[config.mk]
export PLATFORM = sky130hd
export DESIGN_NAME = gpma_ctrl
export DESIGN_NICKNAME = d
export VERILOG_FILES = /design/src/gpma_pkg.sv /design/src/gpma_ctrl.sv
export SDC_FILE = /design/constraint.sdc
export NUM_CORES = 1
export LEC_CHECK = 0
export ABC_AREA = 0
export CORE_MARGIN = 8
export CORE_UTILIZATION = 29
export CTS_CLUSTER_DIAMETER = 30
export DETAILED_ROUTE_END_ITERATION = 7
export DONT_BUFFER_PORTS = 1
export SYNTH_ARGS = -nofsm -noshare
export SYNTH_HDL_FRONTEND = slang
export SYNTH_SLANG_ARGS = --single-unit
[constraint.sdc]
create_clock -name i_clk -period 4 [get_ports i_clk]
set_input_delay 0.6 -clock i_clk [delete_from_list [all_inputs] [get_ports i_clk]]
set_output_delay 0.6 -clock i_clk [all_outputs]
set_load 0.02 [all_outputs]
[src/gpma_pkg.sv]
package gpma_pkg;

    localparam int GROUP_BITS = 4;
    localparam int MAX_GROUPS = 1 << GROUP_BITS;
    localparam int CELLS      = MAX_GROUPS * MAX_GROUPS;
    localparam int ADDR_W     = 2 * GROUP_BITS;
    localparam int DIST_W     = 16;
    localparam int SUM_W      = 36;
    localparam int CNT_W      = 20;
    localparam int MEAN_W     = 24;
    localparam int FRAC_BITS  = 8;
    localparam int QUO_W      = SUM_W + FRAC_BITS;
    localparam int DIV_STEPS  = QUO_W;
    localparam int STEP_W     = $clog2(DIV_STEPS);

    localparam logic [SUM_W-1:0]  SUM_MAX  = {SUM_W{1'b1}};
    localparam logic [CNT_W-1:0]  CNT_MAX  = {CNT_W{1'b1}};
    localparam logic [MEAN_W-1:0] MEAN_MAX = {MEAN_W{1'b1}};

    localparam logic OP_ADD  = 1'b0;
    localparam logic OP_READ = 1'b1;

    typedef struct packed {
        logic              opcode;
        logic [DIST_W-1:0] distance;
        logic              dist_infinite;
        logic [GROUP_BITS-1:0] group_a;
        logic [GROUP_BITS-1:0] group_b;
    } t_in_item;

    typedef struct packed {
        logic [MEAN_W-1:0] mean_value;
        logic [CNT_W-1:0]  pair_count;
        logic              cell_empty;
    } t_out_item;

    typedef enum logic [2:0] {
        S_IDLE,
        S_FETCH,
        S_DIV,
        S_DONE
    } t_state;

    typedef struct packed {
        logic load;
        logic wr_en;
        logic div_load;
        logic div_step;
        logic out_load;
    } t_cmd;

    typedef struct packed {
        logic is_read;
        logic infinite;
        logic count_zero;
        logic out_busy;
    } t_sts;

endpackage

[src/gpma_ctrl.sv]
module gpma_ctrl (
    input  logic          i_clk,
    input  logic          i_rst_n,
    input  logic          i_in_valid,
    output logic          o_in_stall,
    input  gpma_pkg::t_sts i_sts,
    output gpma_pkg::t_cmd o_cmd
);
    import gpma_pkg::*;

    t_state r_state, n_state;
    logic [STEP_W-1:0] r_step, n_step;

    always_ff @(posedge i_clk) begin
        if (!i_rst_n) begin
            r_state <= S_IDLE;
            r_step  <= '0;
        end else begin
            r_state <= n_state;
            r_step  <= n_step;
        end
    end

    always_comb begin
        n_state    = r_state;
        n_step     = r_step;
        o_cmd      = '0;
        o_in_stall = 1'b1;
        unique case (r_state)
            S_IDLE: begin
                o_in_stall = 1'b0;
                if (i_in_valid) begin
                    o_cmd.load = 1'b1;
                    n_state    = S_FETCH;
                end
            end
            S_FETCH: begin
                if (i_sts.is_read) begin
                    o_cmd.div_load = 1'b1;
                    n_step         = '0;
                    n_state        = i_sts.count_zero ? S_DONE : S_DIV;
                end else begin
                    // skip infinite samples
                    o_cmd.wr_en = !i_sts.infinite;
                    n_state     = S_IDLE;
                end
            end
            S_DIV: begin
                o_cmd.div_step = 1'b1;
                n_step         = r_step + 1'b1;
                if (r_step == STEP_W'(DIV_STEPS - 1)) begin
                    n_state = S_DONE;
                end
            end
            S_DONE: begin
                if (!i_sts.out_busy) begin
                    o_cmd.out_load = 1'b1;
                    n_state        = S_IDLE;
                end
            end
            default: n_state = S_IDLE;
        endcase
    end

endmodule

# Word-level counts from Yosys, hierarchy flattened
# Index checks and enable logic that the tools add are counted.
[classes] n_addsub=1 eq_ne=8 muxes=17 n_reduce_logical=5
[op_table] operator="$pmux W3 S4" count=1
[op_table] operator="$pmux W6 S2" count=1
[op_table] operator="$mux W1" count=9
[op_table] operator="$mux W3" count=3
[op_table] operator="$ne A2 B2 Y1 const B" count=4
[op_table] operator="$add A6 B1 Y6 const B" count=1
[op_table] operator="$eq A3 B2 Y1 const B" count=2
[op_table] operator="$eq A6 B6 Y1 const B" count=1
[op_table] operator="$mux W6" count=1
[op_table] operator="$mux W2" count=2
[op_table] operator="$eq A3 B1 Y1 const B" count=1
[op_table] operator="$logic_not A3 Y1" count=1
[op_table] operator="$reduce_and A3 Y1" count=1
[op_table] operator="$reduce_and A2 Y1" count=1
[op_table] operator="$reduce_bool A2 Y1" count=1
[op_table] operator="$logic_not A1 Y1" count=1
[totals] register_bits=9 out_inout_bits=6

# Depth between registers and ports, before layout
[depth] word_depth=3 depth_mapped=6 ltp_nobuf=4

# Worst setup path before layout
# No wires, ideal clock.
[synth_timing] kind="in2out" start="in i_sts[3] (netlist bit)" end="out o_cmd[3] (netlist bit)" t_arrival_ps=1363 path_slack_ps=2037 stages=1 cell_sequence="nor4b_1"
[synth_between] elab_chain_len=2
[synth_rtl] element="start, declared" line_no="gpma_ctrl.sv:6" source="input gpma_pkg::t_sts i_sts,"
[synth_rtl] element="$mux W1" line_no="gpma_ctrl.sv:38" source="if (i_sts.is_read) begin"
[synth_rtl] element="$mux W2" line_no="gpma_ctrl.sv:29" source="unique case (r_state)"
[synth_rtl] element="end, declared" line_no="gpma_ctrl.sv:7" source="output gpma_pkg::t_cmd o_cmd"
# Every way passes these cells.

==> impl_results.md <==
- Internal: 0.000123 W
- Crit Path Class: flip-flop to primary output
- IO Port Bufs: 0
- CP endpoint kind: primary output
- Main synth FF type: dfxtp_1
- Post-CTS setup buffer count: 0
- Syn Area/Cell: 8.07 um^2
- RSZ-0062 raised after global routing: no
- Setup Viol. Count Final: 0
- CP max stage delay: 870 ps
- Final routed DRC violation total: 0
- Comb power frac: 0.124
- Final Routed Wirelength: 1010 um
- Routed via count: 408
- Worst EP required: 3400 ps
- Final period util: 0.535
- Seq pwr share: 0.516
- Congestion Overflow GR: 0
- Antenna viol nets, final: 0
- Drt pass-1 iters: 3
- Slew Limit Headroom: 0.361
- Routability congestion estimate: 0.727
- Synth top cells by count: dfxtp_1 (8), nand2_1 (8), inv_1 (5)
- Floorplan row count: 14
- Critical path depth: 1
- Worst-path clk slew: 50 ps
- Pwr dens: 364 nW/um^2
- Core footprint: 1490 um^2
- Post-Place Cells: 69
- Synth warn: 0
- Final Max Tran Viols: 0
- Crit path time final: 2140 ps
- Hold buffer count at cts: 0
- Area grow syn2layout: 3.32%
- Wire per inst: 14.0 um
- Fin nets: 66
- DR iter-0 viols: 4
- P_leak: 0.170 nW
- Number of buffers created by CTS: 3
- Vias in the first global route: 371
- Status: finished, final reports clean
- FF+latch count, synth: 8
- Die Ht: 55.5 um
- Post-synthesis sequential area ratio: 0.355
- Worst hold path type: input port to flip-flop
- Synth async-reset ratio: 0
- Synth area leaders: dfxtp_1 (35%), nand2_1 (6.6%), buf_6 (5.0%)
- CP delay by family, top: simple AND/OR/NAND/NOR gates
- Fillers: 157
- Clock Latency Late Sink: 250 ps
- Worst R2R Path Depth: 3
- Initial Util: 0.303
- # diodes: 0
- Setup TNS: 0 ps
- Vias per std cell: 5.67
- TritonCTS clock tree: yes
- Clk_skew: 0.645 ps
- Resized Gates After CTS: 0
- Max-Cap Viols: 0
- Die area: 3080 um^2
- Critical-path cell list: nor4b_1
- Final count of hold timing violations: 0
- Fmax: 467 MHz
- Post-Layout Cell Count: 72
- Clk network pwr share: 0.360
- EDFF count, synth: 0
- Peak VDD IR: 0.165 mV
- CP max-delay cell: nor4b_1
- Share of cells above drive strength 1: 0.0893
- Post-Syn Area: 452 um^2
- Clock root buffer master: clkbuf_4
- Peak fanout along the critical path: 11
- Yosys top cell area share: 0.355
- Area after DPL: 444 um^2
- Pin count of the biggest net entering global routing: 12
- Clock sink count: 8
- Post-synthesis net count: 64
- Final Cell Area: 467 um^2
- Yosys top cell by area: dfxtp_1
- Kind of start point of the critical path: flip-flop
- Final core utilization: 0.313
- Hold path depth: 1
- Worst path bufs/invs: 0
- Synth Instances: 56
- Switch share: 0.273
- Max Buffers Root-to-Sink: 2
- Worst EP arrival: 1540 ps
- Ports: 13
- P_sw: 0.0000464 W
- Post-DP HPWL: 768 um
- Slew @ Worst Pin: 945 ps
- First-pass GRT wire length: 1750 um
- Total GRT Usage: 0.0716
- H-tree depth: 1
- Die W: 55.5 um
- Initial antenna violation count: 0
- Yosys cell types: 27
==> power groups by stage <==
stage,combinational (W),sequential (W),clock [W]
after floorplan,0.0000251,0.0000857,0
after global routing,0.0000235,0.0000886,0.0000712
final,0.0000211,0.0000876,0.0000611
after CTS,0.0000215,0.0000876,0.0000639
after detailed placement,0.0000214,0.0000894,0
after global placement,0.0000216,0.0000890,0
==> path summary, 6_finish.rpt <==
| kind | start | slack [ps] | to |
|---|---|---|---|
| setup / recovery | r_state[1]$_SDFFE_PN0P_ | 1860 | o_cmd[3] |
| hold / removal | i_rst_n | 470 | r_step[5]$_SDFFE_PN0P_ |
| setup reg to reg | r_state[1]$_SDFFE_PN0P_ | 2600 | r_step[4]$_SDFFE_PN0P_ |
| hold reg to reg | r_step[1]$_SDFFE_PN0P_ | 500 | r_step[1]$_SDFFE_PN0P_ |
==> cells by family after synthesis <==
group,share of synthesized area
AO/OA/AOI/OAI,0.202
AND/OR/NAND/NOR,0.313
buffers and inverters,0.102
flip-flops,0.355
adder cells (fa/ha/maj),0.0277
==> metal layers <==
metal / vias to the layer above / part of all wire / track usage
met3: 2 / 0.076 / 0.0388
met5: - / 0 / 0
li1: 204 / - / -
met4: 0 / 0.014 / 0.0634
met1: 195 / 0.45 / 0.0708
met2: 7 / 0.45 / 0.106
==> placed cells by master (no fill, tap or decap), types with 2 or more instances in the layout <==
| master | n |
|---|---|
| o311a_1 | 2 |
| nor2_1 | 3 |
| nand3_1 | 4 |
| nand2_1 | 8 |
| dfxtp_1 | 8 |
| nor4_1 | 2 |
| inv_1 | 5 |
| clkbuf_4 | 3 |
| a21oi_1 | 4 |
==> worst register-to-register path, stage by stage, from the launching register on <==
cell,delay [ps]
dfxtp_1,550
nand2b_4,150
or4_1,480
a21oi_1,160
==> cell type report <==
class	instances	area (um^2)	area share
multi-input combinational	40	245	0.525
sequential	8	160	0.343
clock buffer	3	22.5	0.0483
tap	16	20.0	0.0429
inverter	5	18.8	0.0402
==> metrics by stage <==
stage | power, W | hold slack, ps | setup WS [ps]
floorplan | 0.000111 | 465 | 2040
global placement | 0.000111 | 477 | 1980
detailed placement | 0.000111 | 488 | 1990
CTS | 0.000173 | 461 | 1830
global route | 0.000183 | 461 | 1740
finish | 0.000170 | 469 | 1860
==> sequential cells by signal (all words and copies together) (netlist names) <==
signal   flops
r_state      2
r_step       6
(Power assumes the default switching activity.)
